**src/sv/atq_pkg.sv**
```systemverilog
// Shared constants and types for the alarm timer queue.
`timescale 1ns / 1ps
`default_nettype none
package atq_pkg;

  localparam logic [2:0] CMD_SET      = 3'd0;
  localparam logic [2:0] CMD_END      = 3'd1;
  localparam logic [2:0] CMD_KILL     = 3'd2;
  localparam logic [2:0] CMD_TICK     = 3'd3;
  localparam logic [2:0] CMD_ABORT    = 3'd4;
  localparam logic [2:0] CMD_SHUTDOWN = 3'd5;

  localparam logic [2:0] KIND_SET_OK   = 3'd0;
  localparam logic [2:0] KIND_STOPPED  = 3'd1;
  localparam logic [2:0] KIND_FULL     = 3'd2;
  localparam logic [2:0] KIND_ENDED    = 3'd3;
  localparam logic [2:0] KIND_NOTFOUND = 3'd4;
  localparam logic [2:0] KIND_SIGNAL   = 3'd5;
  localparam logic [2:0] KIND_TICKDONE = 3'd6;
  localparam logic [2:0] KIND_ACK      = 3'd7;

  localparam logic [1:0] MODE_RUN   = 2'd0;
  localparam logic [1:0] MODE_ABORT = 2'd1;
  localparam logic [1:0] MODE_STOP  = 2'd2;

  localparam logic [31:0] ALL_ONES  = 32'hFFFF_FFFF;
  // floor(n/10) == (n * RECIP10) >> 35 for every 32-bit n
  localparam logic [31:0] RECIP10   = 32'hCCCC_CCCD;
  localparam logic [4:0]  CAP_MAX   = 5'd16;
  localparam logic [4:0]  CAP_RESET = 5'd16;

  typedef enum logic [6:0] {
    ST_IDLE = 7'b0000001,
    ST_PREP = 7'b0000010,
    ST_CALC = 7'b0000100,
    ST_SCAN = 7'b0001000,
    ST_FIN  = 7'b0010000,
    ST_EMIT = 7'b0100000,
    ST_DONE = 7'b1000000
  } state_t;

endpackage
`default_nettype wire

```
**src/sv/atq_ram.sv**
```systemverilog
// Generic single-write, single-read RAM with registered read data.
`timescale 1ns / 1ps
`default_nettype none
module atq_ram #(
  parameter int WIDTH = 32,
  parameter int DEPTH = 16
) (
  input  wire logic                     clk,
  input  wire logic                     we,
  input  wire logic [$clog2(DEPTH)-1:0] waddr,
  input  wire logic [WIDTH-1:0]         wdata,
  input  wire logic [$clog2(DEPTH)-1:0] raddr,
  output logic      [WIDTH-1:0]         rdata
);

  logic [WIDTH-1:0] mem [DEPTH];

  always_ff @(posedge clk) begin
    if (we) begin
      mem[waddr] <= wdata;
    end
    rdata <= mem[raddr];
  end

endmodule
`default_nettype wire

```
**src/sv/alarm_timer_queue.sv**
```systemverilog
// Top level of the alarm timer queue: sequencer over the slot memories.
//
// Usage: drive a request on in_* with start high; it is taken when busy is
// low. busy falls in the same cycle as the last result of that request shows.
// Results appear on out_* for one cycle each, marked by out_strobe; the
// final one of a request has out_last set. The receiver cannot stall.
// The capacity register is written through cfg_valid/cfg_ready (always
// ready) and must only be written while busy is low.
// Steps per request, with SLOTS slots: the setup states PREP and CALC, one
// pass over the expiry and owner memories (SCAN, one slot per cycle), the
// FIN state to form the summary fields, then the results. Non-tick requests
// give one result. A tick makes a second pass over the owner memory to emit
// signals in slot order, then the tick-done result. The memory read port,
// one slot per cycle, paces both passes.
// Reset (rst_n low, synchronous): all slots free, running mode, peak zero,
// capacity 16, wake-up time all ones. Memory contents are not cleared; a
// slot's contents are only used while its valid flop is set.
`timescale 1ns / 1ps
`default_nettype none
module alarm_timer_queue #(
  parameter int SLOTS = 16
) (
  input  wire logic        clk,
  input  wire logic        rst_n,
  input  wire logic        start,
  output logic             busy,
  input  wire logic [2:0]  in_command,
  input  wire logic [31:0] in_now_time,
  input  wire logic [15:0] in_delay_seconds,
  input  wire logic [31:0] in_owner_id,
  input  wire logic [3:0]  in_handle_in,
  output logic             out_strobe,
  output logic [2:0]       out_kind,
  output logic [3:0]       out_handle_out,
  output logic [31:0]      out_signal_owner,
  output logic [4:0]       out_active_count,
  output logic [4:0]       out_peak_used,
  output logic [31:0]      out_time_to_next,
  output logic             out_rearm,
  output logic             out_last,
  input  wire logic        cfg_valid,
  output logic             cfg_ready,
  input  wire logic [4:0]  cfg_data
);

  localparam int IW = $clog2(SLOTS);
  localparam int CW = $clog2(SLOTS + 1);
  localparam int KW = CW + 5;

  atq_pkg::state_t state_r, state_nxt;
  logic [2:0]  cmd_r, cmd_nxt;
  logic [31:0] now_r, now_nxt;
  logic [15:0] dly_r, dly_nxt;
  logic [31:0] own_r, own_nxt;
  logic [3:0]  hin_r, hin_nxt;
  logic [4:0]  cap_r, cap_nxt;
  logic [1:0]  mode_r, mode_nxt;
  logic [CW-1:0] cnt_r, cnt_nxt;
  logic [CW-1:0] peak_r, peak_nxt;
  logic [31:0] nw_r, nw_nxt;
  logic [SLOTS-1:0] valid_r, valid_nxt;
  logic [SLOTS-1:0] sig_r, sig_nxt;
  logic [63:0] prod_r, prod_nxt;
  logic [31:0] bound_r, bound_nxt;
  logic [31:0] sexp_r, sexp_nxt;
  logic do_set_r, do_set_nxt, do_end_r, do_end_nxt, do_kill_r, do_kill_nxt;
  logic do_trun_r, do_trun_nxt, do_tall_r, do_tall_nxt, do_shut_r, do_shut_nxt;
  logic [2:0]  rkind_r, rkind_nxt;
  logic [3:0]  rhand_r, rhand_nxt;
  logic        rrearm_r, rrearm_nxt;
  logic        claim_r, claim_nxt;
  logic [31:0] min_r, min_nxt;
  logic [31:0] ttn_r, ttn_nxt;
  logic [IW:0] rd_cnt_r, rd_cnt_nxt;
  logic        p_vld_r, p_vld_nxt;
  logic [IW-1:0] p_idx_r, p_idx_nxt;

  logic        o_stb_r, o_stb_nxt;
  logic [2:0]  o_kind_r, o_kind_nxt;
  logic [3:0]  o_hand_r, o_hand_nxt;
  logic [31:0] o_own_r, o_own_nxt;
  logic        o_rearm_r, o_rearm_nxt;
  logic        o_last_r, o_last_nxt;

  logic          exp_we, own_we;
  logic [31:0]   exp_wd, exp_rd, own_rd;
  logic [IW-1:0] raddr;

  logic [4:0]  usable;
  logic [32:0] set_sum;
  logic [15:0] dly_eff;
  logic [35:0] qp, bnd;
  logic        v, nv;
  logic [31:0] e, ne;

  assign raddr     = rd_cnt_r[IW-1:0];
  assign busy      = (state_r != atq_pkg::ST_IDLE);
  assign cfg_ready = 1'b1;

  atq_ram #(.WIDTH(32), .DEPTH(SLOTS)) u_exp_ram (
    .clk(clk), .we(exp_we), .waddr(p_idx_r), .wdata(exp_wd),
    .raddr(raddr), .rdata(exp_rd)
  );

  atq_ram #(.WIDTH(32), .DEPTH(SLOTS)) u_own_ram (
    .clk(clk), .we(own_we), .waddr(p_idx_r), .wdata(own_r),
    .raddr(raddr), .rdata(own_rd)
  );

  always_comb begin
    usable = cap_r;
    if (usable < 5'd1) usable = 5'd1;
    if (usable > atq_pkg::CAP_MAX) usable = atq_pkg::CAP_MAX;
    if (32'(usable) > 32'(SLOTS)) usable = 5'(SLOTS);
  end

  always_comb begin
    state_nxt = state_r;
    cmd_nxt = cmd_r; now_nxt = now_r; dly_nxt = dly_r; own_nxt = own_r;
    hin_nxt = hin_r; cap_nxt = cap_r; mode_nxt = mode_r; cnt_nxt = cnt_r;
    peak_nxt = peak_r; nw_nxt = nw_r; valid_nxt = valid_r; sig_nxt = sig_r;
    prod_nxt = prod_r; bound_nxt = bound_r; sexp_nxt = sexp_r;
    do_set_nxt = do_set_r; do_end_nxt = do_end_r; do_kill_nxt = do_kill_r;
    do_trun_nxt = do_trun_r; do_tall_nxt = do_tall_r; do_shut_nxt = do_shut_r;
    rkind_nxt = rkind_r; rhand_nxt = rhand_r; rrearm_nxt = rrearm_r;
    claim_nxt = claim_r; min_nxt = min_r; ttn_nxt = ttn_r;
    rd_cnt_nxt = rd_cnt_r; p_vld_nxt = 1'b0; p_idx_nxt = p_idx_r;
    o_stb_nxt = 1'b0; o_kind_nxt = o_kind_r; o_hand_nxt = o_hand_r;
    o_own_nxt = o_own_r; o_rearm_nxt = o_rearm_r; o_last_nxt = o_last_r;
    exp_we = 1'b0; own_we = 1'b0; exp_wd = exp_rd;
    dly_eff = '0; set_sum = '0; qp = '0; bnd = '0;
    v = 1'b0; nv = 1'b0; e = '0; ne = '0;

    if (cfg_valid && cfg_ready) cap_nxt = cfg_data;

    unique case (state_r)
      atq_pkg::ST_IDLE: begin
        if (start) begin
          cmd_nxt = in_command; now_nxt = in_now_time; dly_nxt = in_delay_seconds;
          own_nxt = in_owner_id; hin_nxt = in_handle_in;
          state_nxt = atq_pkg::ST_PREP;
        end
      end
      atq_pkg::ST_PREP: begin
        prod_nxt = 64'(now_r) * 64'(atq_pkg::RECIP10);
        dly_eff = (mode_r == atq_pkg::MODE_ABORT) ? 16'd1 : dly_r;
        set_sum = {1'b0, now_r} + {17'd0, dly_eff};
        sexp_nxt = set_sum[32] ? atq_pkg::ALL_ONES : set_sum[31:0];
        state_nxt = atq_pkg::ST_CALC;
      end
      atq_pkg::ST_CALC: begin
        // next 10-second boundary: (floor(now/10)+1)*10, saturated
        qp = {7'd0, prod_r[63:35]} + 36'd1;
        bnd = (qp << 3) + (qp << 1);
        bound_nxt = (bnd[35:32] != 4'd0) ? atq_pkg::ALL_ONES : bnd[31:0];
        do_set_nxt = 1'b0; do_end_nxt = 1'b0; do_kill_nxt = 1'b0;
        do_trun_nxt = 1'b0; do_tall_nxt = 1'b0; do_shut_nxt = 1'b0;
        rkind_nxt = atq_pkg::KIND_ACK; rhand_nxt = '0; rrearm_nxt = 1'b0;
        claim_nxt = 1'b0; sig_nxt = '0; min_nxt = atq_pkg::ALL_ONES;
        case (cmd_r)
          atq_pkg::CMD_SET: begin
            if (mode_r == atq_pkg::MODE_STOP) begin
              rkind_nxt = atq_pkg::KIND_STOPPED;
            end else if (KW'(cnt_r) >= KW'(usable)) begin
              rkind_nxt = atq_pkg::KIND_FULL;
            end else begin
              do_set_nxt = 1'b1;
              rkind_nxt = atq_pkg::KIND_SET_OK;
              cnt_nxt = cnt_r + CW'(1);
              if (cnt_r + CW'(1) > peak_r) peak_nxt = cnt_r + CW'(1);
              if (nw_r > sexp_r) begin
                rrearm_nxt = 1'b1;
                nw_nxt = sexp_r;
              end
            end
          end
          atq_pkg::CMD_END: begin
            do_end_nxt = 1'b1;
            rkind_nxt = atq_pkg::KIND_NOTFOUND;
            rhand_nxt = hin_r;
          end
          atq_pkg::CMD_KILL: begin
            if (mode_r == atq_pkg::MODE_RUN) begin
              do_kill_nxt = 1'b1;
              rkind_nxt = atq_pkg::KIND_NOTFOUND;
            end
          end
          atq_pkg::CMD_TICK: begin
            rkind_nxt = atq_pkg::KIND_TICKDONE;
            if (mode_r == atq_pkg::MODE_RUN) do_trun_nxt = 1'b1;
            else do_tall_nxt = 1'b1;
          end
          atq_pkg::CMD_ABORT: begin
            if (mode_r != atq_pkg::MODE_STOP) begin
              mode_nxt = atq_pkg::MODE_ABORT;
              rrearm_nxt = (cnt_r != '0);
            end
          end
          atq_pkg::CMD_SHUTDOWN: begin
            if (mode_r != atq_pkg::MODE_STOP) begin
              mode_nxt = atq_pkg::MODE_STOP;
              do_shut_nxt = 1'b1;
              cnt_nxt = '0;
              nw_nxt = atq_pkg::ALL_ONES;
            end
          end
          default: ;
        endcase
        rd_cnt_nxt = '0;
        state_nxt = atq_pkg::ST_SCAN;
      end
      atq_pkg::ST_SCAN: begin
        if (rd_cnt_r < (IW+1)'(SLOTS)) begin
          rd_cnt_nxt = rd_cnt_r + (IW+1)'(1);
          p_vld_nxt = 1'b1;
          p_idx_nxt = rd_cnt_r[IW-1:0];
        end
        if (p_vld_r) begin
          v = valid_r[p_idx_r];
          e = exp_rd;
          nv = v;
          ne = e;
          if (do_set_r && !v && !claim_r) begin
            claim_nxt = 1'b1;
            nv = 1'b1; ne = sexp_r;
            exp_we = 1'b1; own_we = 1'b1;
            rhand_nxt = 4'(p_idx_r);
          end
          if (do_end_r && v && (32'(p_idx_r) == 32'(hin_r))) begin
            nv = 1'b0;
            cnt_nxt = cnt_r - CW'(1);
            rkind_nxt = atq_pkg::KIND_ENDED;
          end
          if (do_kill_r && v && !claim_r && (own_rd == own_r)) begin
            claim_nxt = 1'b1;
            ne = '0; exp_we = 1'b1;
            nw_nxt = '0;
            rkind_nxt = atq_pkg::KIND_ACK;
            rhand_nxt = 4'(p_idx_r);
            rrearm_nxt = 1'b1;
          end
          if (do_trun_r && v && (e <= now_r)) begin
            sig_nxt[p_idx_r] = 1'b1;
            ne = bound_r; exp_we = 1'b1;
          end
          if (do_tall_r && v) sig_nxt[p_idx_r] = 1'b1;
          if (do_shut_r) nv = 1'b0;
          valid_nxt[p_idx_r] = nv;
          exp_wd = ne;
          if (nv && (ne < min_r)) min_nxt = ne;
          if (32'(p_idx_r) == 32'(SLOTS - 1)) state_nxt = atq_pkg::ST_FIN;
        end
      end
      atq_pkg::ST_FIN: begin
        ttn_nxt = ((cnt_r != '0) && (min_r > now_r)) ? (min_r - now_r) : '0;
        if (do_trun_r || do_tall_r) begin
          if (cnt_r == '0) nw_nxt = atq_pkg::ALL_ONES;
          else if (do_tall_r) nw_nxt = (now_r == atq_pkg::ALL_ONES) ? now_r
                                                                     : now_r + 32'd1;
          else nw_nxt = min_r;
        end
        rd_cnt_nxt = '0;
        state_nxt = atq_pkg::ST_EMIT;
      end
      atq_pkg::ST_EMIT: begin
        if (!(do_trun_r || do_tall_r)) begin
          o_stb_nxt = 1'b1; o_kind_nxt = rkind_r; o_hand_nxt = rhand_r;
          o_own_nxt = '0; o_rearm_nxt = rrearm_r; o_last_nxt = 1'b1;
          state_nxt = atq_pkg::ST_IDLE;
        end else begin
          if (rd_cnt_r < (IW+1)'(SLOTS)) begin
            rd_cnt_nxt = rd_cnt_r + (IW+1)'(1);
            p_vld_nxt = 1'b1;
            p_idx_nxt = rd_cnt_r[IW-1:0];
          end
          if (p_vld_r) begin
            if (sig_r[p_idx_r]) begin
              o_stb_nxt = 1'b1; o_kind_nxt = atq_pkg::KIND_SIGNAL;
              o_hand_nxt = 4'(p_idx_r); o_own_nxt = own_rd;
              o_rearm_nxt = 1'b0; o_last_nxt = 1'b0;
            end
            if (32'(p_idx_r) == 32'(SLOTS - 1)) state_nxt = atq_pkg::ST_DONE;
          end
        end
      end
      atq_pkg::ST_DONE: begin
        o_stb_nxt = 1'b1; o_kind_nxt = atq_pkg::KIND_TICKDONE; o_hand_nxt = '0;
        o_own_nxt = '0; o_rearm_nxt = 1'b0; o_last_nxt = 1'b1;
        state_nxt = atq_pkg::ST_IDLE;
      end
      default: state_nxt = atq_pkg::ST_IDLE;
    endcase
  end

  always_ff @(posedge clk) begin
    if (!rst_n) begin
      state_r <= atq_pkg::ST_IDLE;
      cap_r <= atq_pkg::CAP_RESET;
      mode_r <= atq_pkg::MODE_RUN;
      cnt_r <= '0;
      peak_r <= '0;
      nw_r <= atq_pkg::ALL_ONES;
      valid_r <= '0;
      p_vld_r <= 1'b0;
      o_stb_r <= 1'b0;
    end else begin
      state_r <= state_nxt;
      cap_r <= cap_nxt;
      mode_r <= mode_nxt;
      cnt_r <= cnt_nxt;
      peak_r <= peak_nxt;
      nw_r <= nw_nxt;
      valid_r <= valid_nxt;
      p_vld_r <= p_vld_nxt;
      o_stb_r <= o_stb_nxt;
    end
    cmd_r <= cmd_nxt; now_r <= now_nxt; dly_r <= dly_nxt; own_r <= own_nxt;
    hin_r <= hin_nxt; sig_r <= sig_nxt; prod_r <= prod_nxt;
    bound_r <= bound_nxt; sexp_r <= sexp_nxt;
    do_set_r <= do_set_nxt; do_end_r <= do_end_nxt; do_kill_r <= do_kill_nxt;
    do_trun_r <= do_trun_nxt; do_tall_r <= do_tall_nxt; do_shut_r <= do_shut_nxt;
    rkind_r <= rkind_nxt; rhand_r <= rhand_nxt; rrearm_r <= rrearm_nxt;
    claim_r <= claim_nxt; min_r <= min_nxt; ttn_r <= ttn_nxt;
    rd_cnt_r <= rd_cnt_nxt; p_idx_r <= p_idx_nxt;
    o_kind_r <= o_kind_nxt; o_hand_r <= o_hand_nxt; o_own_r <= o_own_nxt;
    o_rearm_r <= o_rearm_nxt; o_last_r <= o_last_nxt;
  end

  assign out_strobe       = o_stb_r;
  assign out_kind         = o_kind_r;
  assign out_handle_out   = o_hand_r;
  assign out_signal_owner = o_own_r;
  assign out_active_count = 5'(cnt_r);
  assign out_peak_used    = 5'(peak_r);
  assign out_time_to_next = ttn_r;
  assign out_rearm        = o_rearm_r;
  assign out_last         = o_last_r;

endmodule
`default_nettype wire
```
**config.mk**
```make
export PLATFORM = sky130hd
export DESIGN_NAME = alarm_timer_queue
export DESIGN_NICKNAME = d
export VERILOG_FILES = /design/src/sv/atq_pkg.sv /design/src/sv/atq_ram.sv /design/src/sv/alarm_timer_queue.sv
export SDC_FILE = /design/constraint.sdc
export NUM_CORES = 2
export LEC_CHECK = 0
export ABC_AREA = 1
export BUFFER_PORTS_ARGS = -buffer_cell sky130_fd_sc_hd__clkbuf_2
export CAP_MARGIN = 25
export CELL_PAD_IN_SITES_DETAIL_PLACEMENT = 0
export CELL_PAD_IN_SITES_GLOBAL_PLACEMENT = 1
export CORE_UTILIZATION = 55
export DETAILED_ROUTE_END_ITERATION = 6
export GPL_TIMING_DRIVEN = 0
export PLACE_DENSITY = 0.94
export SLEW_MARGIN = 40
export SYNTH_ARGS = -nofsm -noshare
export SYNTH_HDL_FRONTEND = slang
export SYNTH_SLANG_ARGS = --single-unit
```
**constraint.sdc**
```tcl
create_clock -name clk -period 17.35 [get_ports clk]
set_input_delay 0 -clock clk [delete_from_list [all_inputs] [get_ports clk]]
set_output_delay 0 -clock clk [all_outputs]
set_load 0.05 [all_outputs]
```
# Yosys cells after proc, flatten, opt, wreduce, memory -nomap -nowiden
# Memory sizes are Yosys's and may differ from the RTL's. A register that Yosys moved wholly into a read port is not among the register bits.
# Index checks and enable logic that the tools add are counted.
classes:
  eq_ne: 40
  multipliers: 1
  n_reduce_logical: 44
  n_addsub: 8
  n_lt_le_gt_ge: 12
  shifts: 0
  muxes: 133
  bitwise_logic: 5
  div: 0
ops:
  columns: ["cell", "n"]
  rows:
  - ["$mux W32", 22]
  - ["$pmux W32 S2", 3]
  - ["$mux W16", 6]
  - ["$pmux W32 S3", 1]
  - ["$gt A32 B32 Y1", 2]
  - ["$mul A32 B32 Y64 const B", 1]
  - ["$mux W5", 10]
  - ["$mux W1", 42]
  - ["$mux W7", 6]
  - ["$pmux W7 S6", 1]
  - ["$mux W4", 9]
  - ["$add A33 B31 Y34", 1]
  - ["$add A32 B16 Y33", 1]
  - ["$add A32 B1 Y32 const B", 1]
  - ["$eq A32 B32 Y1", 1]
  - ["$eq A32 B32 Y1 const B", 1]
  - ["$le A32 B32 Y1", 1]
  - ["$lt A32 B32 Y1", 1]
  - ["$or A16 B16 Y16", 2]
  - ["$pmux W16 S2", 1]
  - ["$sub A32 B32 Y32", 1]
  - ["$add A29 B1 Y30 const B", 1]
  - ["$ne A3 B3 Y1 const B", 9]
  - ["$pmux W4 S2", 3]
  - ["55 further kinds", 116]
totals:
  out_inout_bits: 86
  mem_bits_ro: 0
  mem_bits_rw: 1024
  wordCells: 282
  mem_count: 2
  reg_bits: 434
  inputBits: 96
  latch_bits: 0
mem_list:
  columns: ["name", "words", "width", "read_ports", "rd_clocked_by_memory_dff", "wr", "line", "source"]
  rows:
  - ["u_exp_ram.mem", 16, 32, 1, 1, 1, "atq_ram.sv:16", "logic [WIDTH-1:0] mem [DEPTH];"]
  - ["u_own_ram.mem", 16, 32, 1, 1, 1, "atq_ram.sv:16", null]

# Depth between registers and ports, before layout
depth:
  depth_word: 15
  mapped_depth: 33
  mapped_depth_nobuf: 31

# Modules after synthesis
# A second synthesis with hierarchy kept.
hier_totals:
  cells_unflattened: 9027
  hier_area_um2: 87622.8
modules_own_cells:
  columns: ["module", "seq_area_each_um2", "area_each_um2", "n_inst", "cells_per_inst"]
  rows:
  - ["atq_ram", 16015.4, 22730.6, 2, 2120]
  - ["alarm_timer_queue", 11240.8, 42161.7, 1, 4787]

# Least setup slack after synthesis
# Ideal clock, no wire load.
synth_timing:
  path_kind: "register to register"
  start: "register state_r[5]"
  end: "register prod_r[35], enable pin"
  setup_ns: 0.637
  period_less_slack_ns: 7.234
  required_ns: 16.713
  arrival_ns: 6.597
  path_slack_ns: 10.116
  path_buffers: 0
  stages_incl_launch_ff: 4
  path_cell_list: "dfxtp_1 > nor3_1 > inv_1 > nor4_1"
synth_via:
  elab_chain_cells: 1
synth_rtl:
  columns: ["element", "line", "source"]
  rows:
  - ["start, declared", "alarm_timer_queue.sv:50", "atq_pkg::state_t state_r, state_nxt;"]
  - ["start signal, assigned", "alarm_timer_queue.sv:297", "state_r <= atq_pkg::ST_IDLE;"]
  - ["start signal, assigned", "alarm_timer_queue.sv:307", "state_r <= state_nxt;"]
  - ["$eq A7 B2 Y1", "alarm_timer_queue.sv:136", "unique case (state_r)"]
  - ["end signal, assigned", "alarm_timer_queue.sv:318", "hin_r <= hin_nxt; sig_r <= sig_nxt; prod_r <= prod_nxt;"]
  - ["end, declared", "alarm_timer_queue.sv:63", "logic [63:0] prod_r, prod_nxt;"]
# Every way passes these cells.
# A chain may end at the register's enable or synchronous reset.

# Final worst setup path
layout_timing:
  start: "register now_r[8]"
  end: "register prod_r[54], data pin"
layout_via:
  elab_chain_cells: 1
layout_rtl:
  columns: ["element", "line", "source"]
  rows:
  - ["start, declared", "alarm_timer_queue.sv:52", "logic [31:0] now_r, now_nxt;"]
  - ["start signal, assigned", "alarm_timer_queue.sv:317", "cmd_r <= cmd_nxt; now_r <= now_nxt; dly_r <= dly_nxt; own_r <= own_nxt;"]
  - ["$mul A32 B32 Y64", "alarm_timer_queue.sv:145", "prod_nxt = 64'(now_r) * 64'(atq_pkg::RECIP10);"]
# Every way passes these cells.

==> results by group <==
Timing
  – Final count of negative-setup-slack endpoints: 0
  – Largest clock skew in the final design: 0.0500 ns
  – Period utilization: 49.2%
  – Hold Fails Final Rpt: 0
  – Setup slack of the critical path after layout: 8.82 ns
  – Unrepaired setup endpoints after global routing: false
  – Max-Slew Margin vs Limit: 37.0%
  – F_max: 117 MHz
  – Count of final max-slew check failures: 0
  – Fin crit period: 8.53 ns
  – Transition at the pin with the smallest max-transition slack: 0.935 ns
  – Setup tns final: 0 ns

Die
  – Floorplan die width: 391 µm
  – Effective utilization at floorplan: 55.4%
  – Vertical extent of the die: 391 µm
  – Area inside the core boundary: 0.150 mm²
  – Row Count: 142
  – Full die area: 0.153 mm²
  – I/O pin count: 182

Yosys
  – Number of instances in the synthesized netlist: 7647
  – Number of enable flip-flop cells after synthesis: 1349
  – FFs w/ async S/R, synth: 0%
  – Synthesized area per cell: 10.9 µm²
  – Yosys top cell area share: 48.8%
  – Leading cell types by total area after synthesis: sky130_fd_sc_hd__edfxtp_1 49%, sky130_fd_sc_hd__fa_1 9.4%, sky130_fd_sc_hd__ha_1 8.0%
  – Ys Warns: 0
  – Area of the mapped netlist: 0.0831 mm²
  – Number of distinct library cells after synthesis: 63
  – Register bit total from synthesis: 1487
  – Dominant register cell in the synthesized netlist: sky130_fd_sc_hd__edfxtp_1
  – Library cell occupying the most area in the post-synthesis netlist: sky130_fd_sc_hd__edfxtp_1
  – Post-Syn Nets: 8663
  – Fraction of the yosys area taken by sequential cells: 52.1%

Setup path
  – Arrival time reported for the critical path endpoint: 9.03 ns
  – Kind of critical path: register to register
  – Kind of start point of the critical path: register
  – Data required time of the worst path: 17.85 ns
  – Maximum fanout encountered on the critical timing path: 10
  – Critical path capture point type: register

Layout
  – Area of the multi-input gates: 0.0348 mm²
  – Share of layout cells above drive strength 1: 7.77%
  – Total Nets Final: 9292
  – Relative area change from synthesis to final layout: 14.6%
  – Fill count: 11452
  – Register cell area after layout: 0.0433 mm²
  – Final Util: 63.5%
  – Post-route insts no fill: 10426

Global routing
  – Wire length of the first global-routing pass: 402000 µm
  – Overall routing resource usage: 35.9%
  – Vias in the first global route: 63537
  – Pin count of the biggest net entering global routing: 33
  – Sum of overflow across all layers after global routing: 0
  – Antenna violations before repair: 8

CTS
  – Clock-pin slew of the registers on the worst-case setup and hold paths: 0.07 ns
  – Root Buffer Master: sky130_fd_sc_hd__clkbuf_16
  – Num CTS Buffers: 151
  – CTS tree: done
  – CTS H-tree depth: 4
  – Source-to-sink clock delay at the later pin of the worst-skew pair: 0.80 ns
  – Number of gates given a new drive strength after cts: 0
  – Clock sink total: 1487
  – Hold Buf Count CTS: 196
  – Number of buffers inserted to repair setup after CTS: 0
  – Deepest clock path buffer count: 3

Run status
  – Outcome: finished, violations left
  – Violated checks: design-rule violations

Placement
  – Port buffer count: 179
  – Placed instance count: 9941
  – Placer congestion estimate: 0.990
  – Pre-CTS setup slack: 8.93 ns
  – Placed wire-length estimate after detailed placement: 203000 µm

Run
  – Number of max-capacitance violations reported: 0

Detailed routing
  – WL final: 272000 µm
  – Antenna violation net count after detailed routing: 0
  – Vias after detailed routing: 62822
  – Post-detailed-route wirelength per cell: 26.1 µm
  – Number of remaining DRC errors: 1
  – DRT Pass-1 Iters: 7
  – Initial DRC Count: 7524
  – Via count normalized by instance count: 6.03

Hold path
  – Hold Crit Class: primary input to register
## kinds of logic (layout without fill, tap and decap cells)
group | after synthesis | in the layout | synth area share [%]
AND/OR/NAND/NOR | 2212 | 2212 | 11.0
flip-flops | 1487 | 1487 | 52.1
buffers and inverters | 1407 | 2165 | 6.39
AO/OA/AOI/OAI | 1335 | 1335 | 10.0
adder cells (fa/ha/maj) | 920 | 920 | 17.4
XOR/XNOR | 182 | 182 | 1.92
multiplexers | 103 | 103 | 1.24
other | 1 | 6 | 0.00451
## state kept, by name (all words and copies together), names as in the netlist, 5 cells and up
| register | flops |
|---|---|
| nw_r | 32 |
| u_exp_ram.rdata | 32 |
| u_own_ram.rdata | 32 |
| cap_r | 5 |
| dly_r | 16 |
| sexp_r | 32 |
| valid_r | 16 |
| out_time_to_next | 32 |
| out_signal_owner | 32 |
| min_r | 32 |
| out_active_count | 5 |
| u_exp_ram.mem | 512 |
| bound_r | 32 |
| u_own_ram.mem | 512 |
| sig_r | 16 |
| now_r | 32 |
| state_r | 7 |
| rd_cnt_r | 5 |
| own_r | 32 |
| prod_r | 29 |
| out_peak_used | 5 |
## layout by cell type, fill, tap and decap left out, types with 54 or more instances in the layout
master and count:
sky130_fd_sc_hd__a21oi_1 302, sky130_fd_sc_hd__buf_8 54, sky130_fd_sc_hd__clkbuf_1 262, sky130_fd_sc_hd__clkbuf_16 152
sky130_fd_sc_hd__clkbuf_2 199, sky130_fd_sc_hd__dfxtp_1 138, sky130_fd_sc_hd__dlygate4sd3_1 196, sky130_fd_sc_hd__edfxtp_1 1349
sky130_fd_sc_hd__fa_1 389, sky130_fd_sc_hd__ha_1 531, sky130_fd_sc_hd__inv_1 1119, sky130_fd_sc_hd__mux2i_1 103
sky130_fd_sc_hd__nand2_1 837, sky130_fd_sc_hd__nand3_1 235, sky130_fd_sc_hd__nor2_1 926, sky130_fd_sc_hd__o21ai_0 499
sky130_fd_sc_hd__o221ai_1 138, sky130_fd_sc_hd__o32ai_1 153, sky130_fd_sc_hd__xnor2_1 66, sky130_fd_sc_hd__xor2_1 115
## synth_stat cells (15+ instances only)
master,instances
sky130_fd_sc_hd__nand3_1,235
sky130_fd_sc_hd__o21ai_0,502
sky130_fd_sc_hd__o32ai_1,153
sky130_fd_sc_hd__xnor2_1,66
sky130_fd_sc_hd__xor2_1,116
sky130_fd_sc_hd__mux2i_1,103
sky130_fd_sc_hd__a21oi_1,305
sky130_fd_sc_hd__clkbuf_1,232
sky130_fd_sc_hd__o21a_1,50
sky130_fd_sc_hd__a21o_1,15
sky130_fd_sc_hd__nand4_1,44
sky130_fd_sc_hd__nor2_1,961
sky130_fd_sc_hd__o21bai_1,15
sky130_fd_sc_hd__a31oi_1,33
sky130_fd_sc_hd__buf_1,35
sky130_fd_sc_hd__dfxtp_1,138
sky130_fd_sc_hd__o211ai_1,48
sky130_fd_sc_hd__nand2_1,837
sky130_fd_sc_hd__edfxtp_1,1349
sky130_fd_sc_hd__nor4_1,17
sky130_fd_sc_hd__inv_1,1119
sky130_fd_sc_hd__or2_2,50
sky130_fd_sc_hd__fa_1,389
sky130_fd_sc_hd__ha_1,531
sky130_fd_sc_hd__nor3_1,37
sky130_fd_sc_hd__o221ai_1,138
## per-layer routing
layer	up-vias	track usage (%)	wire [µm]
met5	-	0	168
met4	11	20.8	17900
met3	798	5.96	23800
met2	3665	59.9	131000
met1	30755	43.9	99400
li1	27593	-	-
## final timing paths
kind	start	to	slack, ns	cells past startpoint
worst max-delay path	now_r[8]$_DFFE_PP_	prod_r[54]$_DFFE_PN_	8.82	25
worst min-delay path	cfg_valid	cap_r[4]$_SDFFE_PN1P_	0.14	3
worst max register to register	now_r[8]$_DFFE_PP_	prod_r[54]$_DFFE_PN_	8.82	25
worst min register to register	nw_r[22]$_SDFFE_PN1P_	nw_r[22]$_SDFFE_PN1P_	0.47	2
## critical path: stages, from the launching register on
cell	delay (ns)
sky130_fd_sc_hd__edfxtp_1	0.82
sky130_fd_sc_hd__ha_1	0.39
sky130_fd_sc_hd__clkbuf_1	0.28
sky130_fd_sc_hd__xnor2_1	0.42
sky130_fd_sc_hd__o22ai_1	0.19
sky130_fd_sc_hd__fa_1	0.57
sky130_fd_sc_hd__inv_1	0.07
sky130_fd_sc_hd__fa_1	0.55
sky130_fd_sc_hd__fa_1	0.57
sky130_fd_sc_hd__inv_1	0.05
sky130_fd_sc_hd__fa_1	0.50
sky130_fd_sc_hd__fa_1	0.57
sky130_fd_sc_hd__inv_1	0.06
sky130_fd_sc_hd__fa_1	0.53
sky130_fd_sc_hd__inv_1	0.04
sky130_fd_sc_hd__ha_1	0.30
sky130_fd_sc_hd__nand2_1	0.10
sky130_fd_sc_hd__nor2_1	0.24
sky130_fd_sc_hd__nand2_1	0.15
sky130_fd_sc_hd__a21oi_1	0.28
sky130_fd_sc_hd__a211oi_1	0.14
sky130_fd_sc_hd__a21boi_0	0.34
sky130_fd_sc_hd__o211ai_1	0.21
sky130_fd_sc_hd__o21ai_0	0.49
sky130_fd_sc_hd__a21oi_1	0.20
sky130_fd_sc_hd__xnor2_1	0.18
## through the flow
| step | hold slack [ns] | instance area, µm² |
|---|---|---|
| after floorplan | 0.0989 | 83100 |
| after global placement | 0.176 | 86500 |
| after detailed placement | 0.179 | 88300 |
| after CTS | 0.0144 | 95200 |
| after global routing | 0.119 | 95200 |
| final | 0.141 | 95200 |
## final cells by class
type | count | share of cell area [%]
antenna | 5 | 0.0131
buffer | 279 | 1.17
clock buffer | 211 | 4.33
clock inverter | 71 | 0.850
inverter | 1128 | 4.45
multi-input combinational | 4753 | 36.6
sequential | 1487 | 45.4
tap | 2016 | 2.65
timing repair buffer | 476 | 4.54
Power is left out: the tool's default activity adds up to more than one toggle a clock period on the data nets, which glitch-free logic cannot reach.
